[src/rtl/tmc_uart_slave_framer_unit_assert.svh]
// Assertion macros shared by the framer modules.
`ifndef TMC_UART_SLAVE_FRAMER_UNIT_ASSERT_SVH
`define TMC_UART_SLAVE_FRAMER_UNIT_ASSERT_SVH

// Same-cycle implication, sampled on clk_i, off during reset.
`define TMC_ASSERT_NOW(lbl, ante, cons, msg) \
  lbl: assert property (@(posedge clk_i) disable iff (!rst_ni) (ante) |-> (cons)) \
    else $error(msg);

// Next-cycle implication, sampled on clk_i, off during reset.
`define TMC_ASSERT_NEXT(lbl, ante, cons, msg) \
  lbl: assert property (@(posedge clk_i) disable iff (!rst_ni) (ante) |=> (cons)) \
    else $error(msg);

`endif

[src/rtl/tmc_pkg.sv]
// Types, codes and the CRC-8 step shared by the framer modules.
package tmc_pkg;

  localparam int unsigned BYTE_W         = 8;
  localparam int unsigned MAX_RESULTS    = 4;
  localparam int unsigned RES_IDX_W      = $clog2(MAX_RESULTS);
  localparam int unsigned MAX_REPLY_DATA = 251;
  localparam int unsigned QDEPTH         = 2;
  localparam int unsigned QPTR_W         = (QDEPTH > 1) ? $clog2(QDEPTH) : 1;
  localparam int unsigned QCNT_W         = $clog2(QDEPTH + 1);

  localparam logic [BYTE_W-1:0] CRC_POLY        = 8'h07;
  localparam logic [BYTE_W-1:0] RST_REQ_SYNC    = 8'hf5;
  localparam logic [BYTE_W-1:0] RST_REPLY_SYNC  = 8'h05;
  localparam logic [BYTE_W-1:0] RST_MASTER_ADDR = 8'hff;

  // Input action codes.
  localparam logic [1:0] ACT_RX    = 2'd0;
  localparam logic [1:0] ACT_START = 2'd1;
  localparam logic [1:0] ACT_DATA  = 2'd2;

  // Result kind codes.
  localparam logic [1:0] KIND_GOOD = 2'd0;
  localparam logic [1:0] KIND_BAD  = 2'd1;
  localparam logic [1:0] KIND_BYTE = 2'd2;
  localparam logic [1:0] KIND_OVF  = 2'd3;

  // Configuration register indexes.
  localparam logic [1:0] CFG_REQ_SYNC    = 2'd0;
  localparam logic [1:0] CFG_REPLY_SYNC  = 2'd1;
  localparam logic [1:0] CFG_MASTER_ADDR = 2'd2;

  // One classified item: up to four results of the same kind.
  typedef struct packed {
    logic [1:0]                        kind;
    logic [BYTE_W-1:0]                 slave_addr;
    logic [BYTE_W-1:0]                 reg_num;
    logic [MAX_RESULTS-1:0][BYTE_W-1:0] bytes;
    logic [RES_IDX_W-1:0]              last_idx;
  } tmc_entry_t;

  typedef struct packed {
    logic       valid;
    tmc_entry_t entry;
  } tmc_slot_t;

  // One byte through the CRC-8 register, data bits LSB first.
  function automatic logic [BYTE_W-1:0] crc8_step(input logic [BYTE_W-1:0] crc,
                                                  input logic [BYTE_W-1:0] b);
    logic [BYTE_W-1:0] c;
    logic              fb;
    c = crc;
    for (int i = 0; i < BYTE_W; i++) begin
      fb = c[BYTE_W-1] ^ b[i];
      c  = {c[BYTE_W-2:0], 1'b0};
      if (fb) begin
        c = c ^ CRC_POLY;
      end
    end
    return c;
  endfunction

endpackage

[src/rtl/tmc_front.sv]
// Front end: accepts beats, tracks request and reply state, builds queue entries.
`include "tmc_uart_slave_framer_unit_assert.svh"
module tmc_front import tmc_pkg::*; (
  input  logic              clk_i,
  input  logic              rst_ni,
  input  logic              in_valid_i,
  output logic              in_ready_o,
  input  logic [1:0]        action_i,
  input  logic [BYTE_W-1:0] data_byte_i,
  input  logic              final_item_i,
  input  logic              cfg_we_i,
  input  logic [1:0]        cfg_idx_i,
  input  logic [BYTE_W-1:0] cfg_data_i,
  input  logic              q_full_i,
  output tmc_slot_t         push_o
);

  localparam logic [1:0] RX_HUNT = 2'd0;
  localparam logic [1:0] RX_ADDR = 2'd1;
  localparam logic [1:0] RX_REG  = 2'd2;
  localparam logic [1:0] RX_CRC  = 2'd3;

  logic [BYTE_W-1:0] req_sync_q, reply_sync_q, master_addr_q;
  logic [1:0]        rx_phase_q, rx_phase_d;
  logic [BYTE_W-1:0] rx_crc_q, rx_crc_d;
  logic [BYTE_W-1:0] addr_hold_q, addr_hold_d;
  logic [BYTE_W-1:0] reg_hold_q, reg_hold_d;
  logic              tx_active_q, tx_active_d;
  logic [BYTE_W-1:0] tx_crc_q, tx_crc_d;
  logic [BYTE_W-1:0] tx_count_q, tx_count_d;
  logic              accept;
  logic [BYTE_W-1:0] hdr_crc1, hdr_crc2, hdr_crc3, data_crc;

  assign in_ready_o = !q_full_i;
  assign accept     = in_valid_i && in_ready_o;

  assign hdr_crc1 = crc8_step('0, reply_sync_q);
  assign hdr_crc2 = crc8_step(hdr_crc1, master_addr_q);
  assign hdr_crc3 = crc8_step(hdr_crc2, data_byte_i);
  assign data_crc = crc8_step(tx_crc_q, data_byte_i);

  always_comb begin
    rx_phase_d  = rx_phase_q;
    rx_crc_d    = rx_crc_q;
    addr_hold_d = addr_hold_q;
    reg_hold_d  = reg_hold_q;
    tx_active_d = tx_active_q;
    tx_crc_d    = tx_crc_q;
    tx_count_d  = tx_count_q;
    push_o      = '0;
    if (accept) begin
      unique case (action_i)
        ACT_RX: begin
          unique case (rx_phase_q)
            RX_HUNT: begin
              if (data_byte_i == req_sync_q) begin
                rx_crc_d   = crc8_step('0, data_byte_i);
                rx_phase_d = RX_ADDR;
              end
            end
            RX_ADDR: begin
              addr_hold_d = data_byte_i;
              rx_crc_d    = crc8_step(rx_crc_q, data_byte_i);
              rx_phase_d  = RX_REG;
            end
            RX_REG: begin
              reg_hold_d = data_byte_i;
              rx_crc_d   = crc8_step(rx_crc_q, data_byte_i);
              rx_phase_d = RX_CRC;
            end
            default: begin
              push_o.valid            = 1'b1;
              push_o.entry.kind       = (data_byte_i == rx_crc_q) ? KIND_GOOD : KIND_BAD;
              push_o.entry.slave_addr = addr_hold_q;
              push_o.entry.reg_num    = reg_hold_q;
              rx_phase_d              = RX_HUNT;
              rx_crc_d                = '0;
            end
          endcase
        end
        ACT_START: begin
          // Drop any open reply and emit the header, with its CRC when the item is final.
          push_o.valid          = 1'b1;
          push_o.entry.kind     = KIND_BYTE;
          push_o.entry.bytes[0] = reply_sync_q;
          push_o.entry.bytes[1] = master_addr_q;
          push_o.entry.bytes[2] = data_byte_i;
          tx_count_d            = '0;
          if (final_item_i) begin
            push_o.entry.bytes[3] = hdr_crc3;
            push_o.entry.last_idx = RES_IDX_W'(3);
            tx_active_d           = 1'b0;
            tx_crc_d              = '0;
          end else begin
            push_o.entry.last_idx = RES_IDX_W'(2);
            tx_active_d           = 1'b1;
            tx_crc_d              = hdr_crc3;
          end
        end
        ACT_DATA: begin
          if (tx_active_q) begin
            push_o.valid = 1'b1;
            if (tx_count_q >= BYTE_W'(MAX_REPLY_DATA)) begin
              push_o.entry.kind = KIND_OVF;
              tx_active_d       = 1'b0;
              tx_crc_d          = '0;
              tx_count_d        = '0;
            end else begin
              push_o.entry.kind     = KIND_BYTE;
              push_o.entry.bytes[0] = data_byte_i;
              if (final_item_i) begin
                push_o.entry.bytes[1] = data_crc;
                push_o.entry.last_idx = RES_IDX_W'(1);
                tx_active_d           = 1'b0;
                tx_crc_d              = '0;
                tx_count_d            = '0;
              end else begin
                tx_crc_d   = data_crc;
                tx_count_d = tx_count_q + 1'b1;
              end
            end
          end
        end
        default: begin
        end
      endcase
    end
  end

  always_ff @(posedge clk_i or negedge rst_ni) begin
    if (!rst_ni) begin
      req_sync_q    <= RST_REQ_SYNC;
      reply_sync_q  <= RST_REPLY_SYNC;
      master_addr_q <= RST_MASTER_ADDR;
    end else if (cfg_we_i) begin
      unique case (cfg_idx_i)
        CFG_REQ_SYNC:    req_sync_q    <= cfg_data_i;
        CFG_REPLY_SYNC:  reply_sync_q  <= cfg_data_i;
        CFG_MASTER_ADDR: master_addr_q <= cfg_data_i;
        default: begin
        end
      endcase
    end
  end

  always_ff @(posedge clk_i or negedge rst_ni) begin
    if (!rst_ni) begin
      rx_phase_q  <= RX_HUNT;
      rx_crc_q    <= '0;
      addr_hold_q <= '0;
      reg_hold_q  <= '0;
      tx_active_q <= 1'b0;
      tx_crc_q    <= '0;
      tx_count_q  <= '0;
    end else begin
      rx_phase_q  <= rx_phase_d;
      rx_crc_q    <= rx_crc_d;
      addr_hold_q <= addr_hold_d;
      reg_hold_q  <= reg_hold_d;
      tx_active_q <= tx_active_d;
      tx_crc_q    <= tx_crc_d;
      tx_count_q  <= tx_count_d;
    end
  end

  `TMC_ASSERT_NOW(a_hunt_crc_clear, rx_phase_q == RX_HUNT, rx_crc_q == '0, "rx crc not clear while hunting")
  `TMC_ASSERT_NOW(a_count_bound, 1'b1, tx_count_q <= BYTE_W'(MAX_REPLY_DATA), "reply data count out of range")
  `TMC_ASSERT_NOW(a_idle_reply_clear, !tx_active_q, (tx_crc_q == '0) && (tx_count_q == '0), "closed reply left state behind")

endmodule

[src/rtl/tmc_queue.sv]
// Short entry queue between front end and result serializer.
`include "tmc_uart_slave_framer_unit_assert.svh"
module tmc_queue import tmc_pkg::*; (
  input  logic      clk_i,
  input  logic      rst_ni,
  input  tmc_slot_t push_i,
  output logic      full_o,
  output tmc_slot_t head_o,
  input  logic      pop_i
);

  tmc_entry_t        mem_q [QDEPTH];
  logic [QPTR_W-1:0] wr_ptr_q, rd_ptr_q;
  logic [QCNT_W-1:0] cnt_q;
  logic              do_push, do_pop;

  assign full_o       = cnt_q == QCNT_W'(QDEPTH);
  assign head_o.valid = cnt_q != '0;
  assign head_o.entry = mem_q[rd_ptr_q];
  assign do_push      = push_i.valid && !full_o;
  assign do_pop       = pop_i && head_o.valid;

  function automatic logic [QPTR_W-1:0] ptr_next(input logic [QPTR_W-1:0] p);
    return (p == QPTR_W'(QDEPTH - 1)) ? '0 : p + 1'b1;
  endfunction

  always_ff @(posedge clk_i) begin
    if (do_push) begin
      mem_q[wr_ptr_q] <= push_i.entry;
    end
  end

  always_ff @(posedge clk_i or negedge rst_ni) begin
    if (!rst_ni) begin
      wr_ptr_q <= '0;
      rd_ptr_q <= '0;
      cnt_q    <= '0;
    end else begin
      if (do_push) begin
        wr_ptr_q <= ptr_next(wr_ptr_q);
      end
      if (do_pop) begin
        rd_ptr_q <= ptr_next(rd_ptr_q);
      end
      if (do_push && !do_pop) begin
        cnt_q <= cnt_q + 1'b1;
      end else if (do_pop && !do_push) begin
        cnt_q <= cnt_q - 1'b1;
      end
    end
  end

  `TMC_ASSERT_NOW(a_no_push_full, push_i.valid, !full_o, "entry pushed into full queue")
  `TMC_ASSERT_NOW(a_cnt_bound, 1'b1, cnt_q <= QCNT_W'(QDEPTH), "queue count overran depth")

endmodule

[src/rtl/tmc_back.sv]
// Back end: walks queue entries and loads one result per beat into the output register.
`include "tmc_uart_slave_framer_unit_assert.svh"
module tmc_back import tmc_pkg::*; (
  input  logic              clk_i,
  input  logic              rst_ni,
  input  tmc_slot_t         head_i,
  output logic              pop_o,
  output logic              out_valid_o,
  input  logic              out_ready_i,
  output logic [1:0]        kind_o,
  output logic [BYTE_W-1:0] slave_addr_o,
  output logic [BYTE_W-1:0] reg_num_o,
  output logic [BYTE_W-1:0] tx_byte_o,
  output logic              run_last_o
);

  logic                 out_valid_q;
  logic [1:0]           kind_q;
  logic [BYTE_W-1:0]    slave_addr_q, reg_num_q, tx_byte_q;
  logic                 run_last_q;
  logic [RES_IDX_W-1:0] pos_q, pos_d;
  logic                 load, at_last;

  assign load    = head_i.valid && (!out_valid_q || out_ready_i);
  assign at_last = pos_q == head_i.entry.last_idx;
  assign pop_o   = load && at_last;
  assign pos_d   = at_last ? '0 : pos_q + 1'b1;

  always_ff @(posedge clk_i or negedge rst_ni) begin
    if (!rst_ni) begin
      out_valid_q <= 1'b0;
      pos_q       <= '0;
    end else begin
      if (load) begin
        out_valid_q <= 1'b1;
        pos_q       <= pos_d;
      end else if (out_ready_i) begin
        out_valid_q <= 1'b0;
      end
    end
  end

  always_ff @(posedge clk_i) begin
    if (load) begin
      kind_q       <= head_i.entry.kind;
      slave_addr_q <= head_i.entry.slave_addr;
      reg_num_q    <= head_i.entry.reg_num;
      tx_byte_q    <= head_i.entry.bytes[pos_q];
      run_last_q   <= at_last;
    end
  end

  assign out_valid_o  = out_valid_q;
  assign kind_o       = kind_q;
  assign slave_addr_o = slave_addr_q;
  assign reg_num_o    = reg_num_q;
  assign tx_byte_o    = tx_byte_q;
  assign run_last_o   = run_last_q;

  `TMC_ASSERT_NEXT(a_pos_rewind, pop_o, pos_q == '0, "result index not rewound after entry")
  `TMC_ASSERT_NOW(a_mid_entry_head, pos_q != '0, head_i.valid, "entry left queue mid-walk")

endmodule

[src/rtl/tmc_uart_slave_framer_unit.sv]
// The first result of an item passes through the queue and then the output register.
// Throughput: one input beat per cycle while the two-entry queue has room; results
//   leave one per cycle while out_ready_i is high, one beat for each result of the item.
// An item that yields no result pushes no entry; it waits only while the queue is full.
// Reset (rst_ni low, async): request hunt, reply state, queue and output valid clear;
//   sync bytes and master address return to their defaults. No clearing pass.
module tmc_uart_slave_framer_unit import tmc_pkg::*; (
  input  logic              clk_i,
  input  logic              rst_ni,
  // Input beats.
  input  logic              in_valid_i,
  output logic              in_ready_o,
  input  logic [1:0]        action_i,
  input  logic [BYTE_W-1:0] data_byte_i,
  input  logic              final_item_i,
  // Result beats.
  output logic              out_valid_o,
  input  logic              out_ready_i,
  output logic [1:0]        kind_o,
  output logic [BYTE_W-1:0] slave_addr_o,
  output logic [BYTE_W-1:0] reg_num_o,
  output logic [BYTE_W-1:0] tx_byte_o,
  output logic              run_last_o,
  // Configuration writes.
  input  logic              cfg_we_i,
  input  logic [1:0]        cfg_idx_i,
  input  logic [BYTE_W-1:0] cfg_data_i
);

  tmc_slot_t push;
  tmc_slot_t head;
  logic      q_full;
  logic      pop;

  // Front end: classify each beat, run the request CRC check and the reply
  // CRC, and for a beat that causes results push one entry holding all of them.
  tmc_front u_front (
    .clk_i        (clk_i),
    .rst_ni       (rst_ni),
    .in_valid_i   (in_valid_i),
    .in_ready_o   (in_ready_o),
    .action_i     (action_i),
    .data_byte_i  (data_byte_i),
    .final_item_i (final_item_i),
    .cfg_we_i     (cfg_we_i),
    .cfg_idx_i    (cfg_idx_i),
    .cfg_data_i   (cfg_data_i),
    .q_full_i     (q_full),
    .push_o       (push)
  );

  // Queue: decouple front from back so a stalled output does not block
  // intake until the queue fills.
  tmc_queue u_queue (
    .clk_i  (clk_i),
    .rst_ni (rst_ni),
    .push_i (push),
    .full_o (q_full),
    .head_o (head),
    .pop_i  (pop)
  );

  // Back end: serialize each entry into result beats through the output
  // register, marking the last one of the entry.
  tmc_back u_back (
    .clk_i        (clk_i),
    .rst_ni       (rst_ni),
    .head_i       (head),
    .pop_o        (pop),
    .out_valid_o  (out_valid_o),
    .out_ready_i  (out_ready_i),
    .kind_o       (kind_o),
    .slave_addr_o (slave_addr_o),
    .reg_num_o    (reg_num_o),
    .tx_byte_o    (tx_byte_o),
    .run_last_o   (run_last_o)
  );

endmodule
[config.mk]
export PLATFORM = sky130hd
export DESIGN_NAME = tmc_uart_slave_framer_unit
export DESIGN_NICKNAME = d
export VERILOG_FILES = /design/src/rtl/tmc_pkg.sv /design/src/rtl/tmc_front.sv /design/src/rtl/tmc_queue.sv /design/src/rtl/tmc_back.sv /design/src/rtl/tmc_uart_slave_framer_unit.sv
export VERILOG_INCLUDE_DIRS = /design/src /design/src/rtl
export SDC_FILE = /design/constraint.sdc
export NUM_CORES = 1
export LEC_CHECK = 0
export BUFFER_PORTS_ARGS = -buffer_cell sky130_fd_sc_hd__buf_2
export CAP_MARGIN = 15
export CORE_UTILIZATION = 49
export CTS_CLUSTER_DIAMETER = 200
export DETAILED_ROUTE_END_ITERATION = 10
export PLACE_DENSITY_LB_ADDON = 0.3
export RECOVER_POWER = 50
export SKIP_CTS_REPAIR_TIMING = 1
export SYNTH_ARGS = -nofsm -noshare
export SYNTH_HDL_FRONTEND = slang
export SYNTH_SLANG_ARGS = --single-unit
[constraint.sdc]
create_clock -name clk_i -period 4.73 [get_ports clk_i]
set_clock_uncertainty 0.15 [all_clocks]
set_input_delay 0.473 -clock clk_i [delete_from_list [all_inputs] [get_ports clk_i]]
set_output_delay 0.473 -clock clk_i [all_outputs]
set_load 0.03 [all_outputs]
# Word level (Yosys, flattened, before mapping)
# Memory sizes are Yosys's and may differ from the RTL's.
# Index checks and enable logic that the tools add are counted.
# word_totals
wordCells	343
ram_bits	104
latchBits	0
regBits	101
n_memories	1
romBits	0
in_bits	26
# op_classes
eq_ne	12
mux	168
mul	0
n_div	0
n_lt_le_gt_ge	2
n_addsub	6
bitwise_logic	106
shifts	0
reduce_logical	28
# mem_list
name	depth	width	rd	rd_clocked_by_memory_dff	wr	line	source
u_queue.mem_q	2	52	1	0	1	tmc_queue.sv:12	tmc_entry_t mem_q [QDEPTH];
# ops
operator	count
$mux W8	81
$mux W3	56
$not A3 Y3	53
$mux W53	1
$xor A1 B1 Y1	48
$mux W18	2
$pmux W18 S2	1
$mux W16	2
$pmux W8 S2	2
$pmux W8 S3	1
$mux W19	1
$bmux W8 S2	1
$eq A8 B8 Y1	2
$mux W1	13
$reduce_and A3 Y1	4
$pmux W3 S3	1
$add A8 B1 Y8 const B	1
$eq A2 B2 Y1 const B	4
$ge A8 B8 Y1 const B	1
$mux W2	4
$reduce_and A2 Y1	4
$reduce_bool A2 Y1	4
$logic_and A1 B1 Y1	7
$eq A2 B1 Y1 const B	3
13 further kinds	25

# Depth between registers and ports, before layout
# depth
depth_word	55
depth_mapped	10

# Modules after synthesis
# A second synthesis with hierarchy kept.
# unflattened
cells_unflattened	693
area_unflattened_um2	10261.1
# modules_own_cells
module	instances	cells_per_inst	seq_area_each_um2	area_each_um2
tmc_front	1	457	1696.6	4877.2
tmc_queue	1	181	3223.1	4204.0
tmc_back	1	55	885.8	1179.9

# Worst setup path before layout
# OpenSTA, ideal clock, no wires.
# synth_timing
path_kind	input -> register
from	input port action_i[0]
to	memory u_queue.mem_q[0][0] in the netlist's numbering (enable)
arrival_ns	3.857
cell_stages	6
required_ns	4.112
path_slack_ns	0.255
path_buffers	1
cell_sequence	inv_1 ha_1 clkbuf_1 nand2_1 a311oi_1 nor2b_1
# synth_via
elab_chain_cells	6
# synth_lines
element	line	source
start, declared	tmc_uart_slave_framer_unit.sv:13	input logic [1:0] action_i,
$eq A2 B2 Y1 (tied with other cells)	tmc_front.sv:52	unique case (action_i)
$pmux W3 S3 (*)	tmc_front.sv:52	
$mux W53 (*)	tmc_front.sv:51	if (accept) begin
$logic_and A1 B1 Y1 (*)	tmc_queue.sv:20	assign do_push = push_i.valid && !full_o;
net u_queue.do_push	tmc_queue.sv:15	logic do_push, do_pop;
$mux W1 (*)	tmc_queue.sv:28	if (do_push) begin
$mux W1 (implied by the code) (*)	tmc_queue.sv:29	mem_q[wr_ptr_q] <= push_i.entry;
end, declared	tmc_queue.sv:12	
# Mark *: on every way through the listed nets, which the timed path passes. The rest lies on a longest branch.

# Final worst setup path
# layout_timing
from	register u_queue.rd_ptr_q
to	register u_queue.cnt_q[1]
# layout_via
elab_chain_cells	7
# layout_lines
element	line	source
start, declared	tmc_queue.sv:13	logic [QPTR_W-1:0] wr_ptr_q, rd_ptr_q;
start signal, assigned	tmc_queue.sv:43	rd_ptr_q <= ptr_next(rd_ptr_q);
$mem_v2 Z2 W52 (*)	-	
$eq A2 B2 Y1 (*)	tmc_back.sv:25	assign at_last = pos_q == head_i.entry.last_idx;
net u_back.at_last	tmc_back.sv:22	logic load, at_last;
$logic_and A1 B1 Y1 (*)	tmc_back.sv:26	assign pop_o = load && at_last;
$logic_and A1 B1 Y1 (*)	tmc_queue.sv:21	assign do_pop = pop_i && head_o.valid;
$logic_not A1 Y1	tmc_queue.sv:45	if (do_push && !do_pop) begin
$logic_and A1 B1 Y1	tmc_queue.sv:45	
$mux W2 / $reduce_bool A2 Y1 (equally long branches)	-	
end signal, assigned	tmc_queue.sv:46	cnt_q <= cnt_q + 1'b1;
end signal, assigned	tmc_queue.sv:48	cnt_q <= cnt_q - 1'b1;
end, declared	tmc_queue.sv:14	logic [QCNT_W-1:0] cnt_q;
# Marked as above.
# A chain may end at the register's enable or synchronous reset.

==> flow_metrics.env <==
export IMPL_io_buffers=54
export IMPL_place_inst=959
export IMPL_syn_area_um2=9590
export IMPL_fin_crit_ns=3.49
export IMPL_synth_cell_types=44
export IMPL_syn_num_nets=711
export IMPL_avgSynthCellArea_um2=14.2
export IMPL_die_width_um=142
export IMPL_post_drt_via_cell_ratio=5.50
export IMPL_dr_pass1_iters=4
export IMPL_htreeDepth=1
export IMPL_cts_root_buf="clkbuf_16"
export IMPL_cts_sinks=205
export IMPL_numCtsBuffers=22
export IMPL_drive_gt1_share_pct=22.1
export IMPL_tritoncts="done"
export IMPL_finalSetupTns_ns=0
export IMPL_path_depth=8
export IMPL_cp_data_arrival_time_ns=3.78
export IMPL_netlist_instances=674
export IMPL_met3_usage_pct=3.48
export IMPL_final_period_utilization_pct=73.8
export IMPL_use_met2_pct=34.0
export IMPL_post_route_drc_count=0
export IMPL_grt_pass1_vias=5728
export IMPL_ioPinCount=55
export IMPL_syn2layout_area_growth_pct=12.8
export IMPL_max_freq_ghz=0.286
export IMPL_cp_startpoint="u_queue.rd_ptr_q"
export IMPL_path_clk_slew_ns=0.06
export IMPL_num_rows=50
export IMPL_start_util_pct=50.6
export IMPL_outcome="finished with violations"
export IMPL_critPathKind="reg -> reg"
export IMPL_grt_ovfl_total=0
export IMPL_gp_congestion=0.914
export IMPL_p_leak_nw=3.99
export IMPL_cp_num_buf_inv=0
export IMPL_r2r_end="u_queue.cnt_q[1]"
export IMPL_drv_cap=1
export IMPL_yosys_most_used_dff="edfxtp_1"
export IMPL_fin_util_pct=57.0
export IMPL_critPathCaptureType="flip-flop"
export IMPL_design_area_um2=10800
export IMPL_totalWireLength_um=19800
export IMPL_wl_per_cell_um=19.8
export IMPL_crit_fanout=37
export IMPL_hold_violations=0
export IMPL_crit_family="flip-flops"
export IMPL_whs_ns=0.0133
export IMPL_tightest_slew_ns=1.96
export IMPL_ant_nets=0
export IMPL_synth_seq_area_share_pct=60.6
export IMPL_cp_slowest_cell="dfrtp_1"
export IMPL_antenna_found_initial=1
export IMPL_synthTopCellsByArea="edfxtp_1 41%, dfrtp_1 15%, mux2_2 7.8%"
export IMPL_min_path_type="in -> reg"
export IMPL_fp_dieH_um=142
export IMPL_synth_warnings=0
export IMPL_busiest_layer="met2"
export IMPL_setup_viol=0
export IMPL_synth_top_area_share_pct=41.0
export IMPL_die_area_um2=20100
export IMPL_drv_slew=38
export IMPL_dp_hpwl_um=13500
export IMPL_rsz0062_at_grt="false"
export IMPL_worstSkewPairLatency_ns=0.51
export IMPL_grt_usage_pct=20.7
export IMPL_max_stage_delay_ns=1.66
export IMPL_synth_seq_cells=205
export IMPL_r2r_start="u_queue.rd_ptr_q"
export IMPL_final_nets=760
export IMPL_peakVddDrop_mv=0.363
export IMPL_synth_edf_count=131
export IMPL_dr_first_iter_drc_count=380
export IMPL_clockBufferDepth=3
export IMPL_gr_usage_met1_pct=27.7
export IMPL_r2r_slack_ns=1.24
export IMPL_async_reset_ff_share_pct=36.1
export IMPL_critPathLaunchType="flip-flop"
export IMPL_core_area_um2=19000
export IMPL_failed_checks="capacitance limit, slew limit"
export IMPL_p_per_area_nw_per_um2=675
export IMPL_post_dp_cell_area_um2=10100
export IMPL_r2r_cells=8
export IMPL_cp_endpoint="u_queue.cnt_q[1]"
export IMPL_path_cells="mux2i_1 -> xnor2_1 -> nor2_1 -> nand2_1 -> ha_1 -> xor2_1 -> nor2_1 -> xor2_1"
export IMPL_via_count=5496
export IMPL_required_ns=5.01
export IMPL_slew_headroom_pct=-30.4
export IMPL_fin_cells=1000
export IMPL_synth_top_cell_by_area="edfxtp_1"
export IMPL_grt_pass1_wl_um=31600
export IMPL_grt_max_degree=75
==> cells in the final DEF (no fill, tap or decap), types with 4 or more instances in the layout <==
cell type	synthesis	final
nand2b_1	6	6
nand2_1	21	21
xnor3_1	4	4
a22oi_1	26	26
buf_2	9	22
o21ai_0	15	15
nand3_1	5	5
and2_1	20	6
mux2i_1	4	4
edfxtp_1	131	131
ha_1	11	11
a21oi_1	13	12
nor2_1	41	41
dfrtp_1	58	58
dfstp_2	16	16
o22ai_1	8	8
mux2_2	66	64
clkbuf_16	0	24
xor2_1	35	35
xnor2_1	84	84
and2_0	0	13
clkbuf_1	24	39
buf_4	0	4
and3_1	12	12
mux4_2	16	16
inv_1	19	19
==> final cells by class <==
cell class / count / area, um2
Clock inverter: 6 / 91.3
Sequential cell: 205 / 5810
Fill cell: 1511 / 8140
Tap cell: 260 / 325
Multi-Input combinational cell: 417 / 3600
Antenna cell: 1 / 2.50
Inverter: 19 / 71.3
Clock buffer: 34 / 662
Timing Repair Buffer: 58 / 260
==> synthesized netlist by cell type (2+ instances only) <==
master    number
edfxtp_1     131
xnor2_1       84
mux2_2        66
dfrtp_1       58
nor2_1        41
xor2_1        35
a22oi_1       26
clkbuf_1      24
nand2_1       21
and2_1        20
inv_1         19
dfstp_2       16
mux4_2        16
o21ai_0       15
a21oi_1       13
and3_1        12
ha_1          11
buf_2          9
o22ai_1        8
nand2b_1       6
nand3_1        5
mux2i_1        4
xnor3_1        4
nand3b_1       2
nand4_1        2
nor2b_1        2
nor3_1         2
nor3b_1        2
nor4_1         2
o21a_1         2
o31ai_1        2
xnor3_2        2
==> sequential cells by signal, summed over array words and instances, names as in the netlist <==
register and flops:
u_queue.wr_ptr_q 1, u_back.reg_num_o 8, u_front.reg_hold_q 8, u_front.tx_active_q 1, u_front.master_addr_q 8, u_back.tx_byte_o 8
u_back.out_valid_o 1, u_queue.rd_ptr_q 1, u_front.addr_hold_q 8, u_front.rx_phase_q 2, u_front.rx_crc_q 8, u_front.req_sync_q 8
u_queue.mem_q 104, u_front.tx_count_q 8, u_front.tx_crc_q 8, u_front.reply_sync_q 8, u_back.slave_addr_o 8, u_queue.cnt_q 2
u_back.kind_o 2, u_back.pos_q 2, u_back.run_last_o 1
==> layer usage <==
| metal | share of wire (%) | up-vias |
|---|---|---|
| met1 | 43 | 2754 |
| met2 | 48 | 178 |
| met5 | 0 | - |
| li1 | - | 2524 |
| met4 | 2.8 | 0 |
| met3 | 5.7 | 40 |
==> worst register-to-register path: stages, from the launching register on <==
cell,delay (ns)
dfrtp_1,1.66
mux2i_1,0.29
xnor2_1,0.23
nor2_1,0.20
nand2_1,0.16
ha_1,0.30
xor2_1,0.14
nor2_1,0.13
xor2_1,0.16
==> how the worst min path moves through the flow <==
stage,from,slack [ns],to,depth (start not counted)
4_1_cts,out_ready_i,0.002,u_back.out_valid_o,2
5_1_grt,out_ready_i,0.02,u_back.out_valid_o,2
6_report,out_ready_i,0.01,u_back.out_valid_o,2
2_1_floorplan,rst_ni,0.03,u_back.out_valid_o,0
3_3_place_gp,u_queue.cnt_q[1],0.33,u_queue.cnt_q[1],1
3_5_place_dp,u_queue.cnt_q[1],0.33,u_queue.cnt_q[1],1
==> kinds of logic after synthesis <==
kind of cell	Yosys count	synth area share (%)
DFF	205	60.6
xor gates and xnor gates	127	12.8
and+or+nand+nor	118	6.07
muxes	86	11.9
AOI/OAI and AO/OA	75	5.10
buffers and inverters	52	2.15
adders and majority gates	11	1.44
==> per-stage QoR <==
stage | total power [mW] | worst slack [ns]
2_1_floorplan | 4.93 | 0.255
5_1_grt | 7.67 | 0.823
4_1_cts | 7.35 | 1.85
3_3_place_gp | 5.54 | 1.46
3_5_place_dp | 5.59 | 1.34
6_report | 7.30 | 1.24
==> report_power, final <==
group | total [mW] | internal (mW) | switching, mW
registers | 2.78 | 2.41 | 0.371
clock network | 1.75 | 1.08 | 0.676
logic | 2.76 | 1.28 | 1.48
total | 7.30 | 4.77 | 2.53
Note: power is estimated with default switching activity, not from simulation.
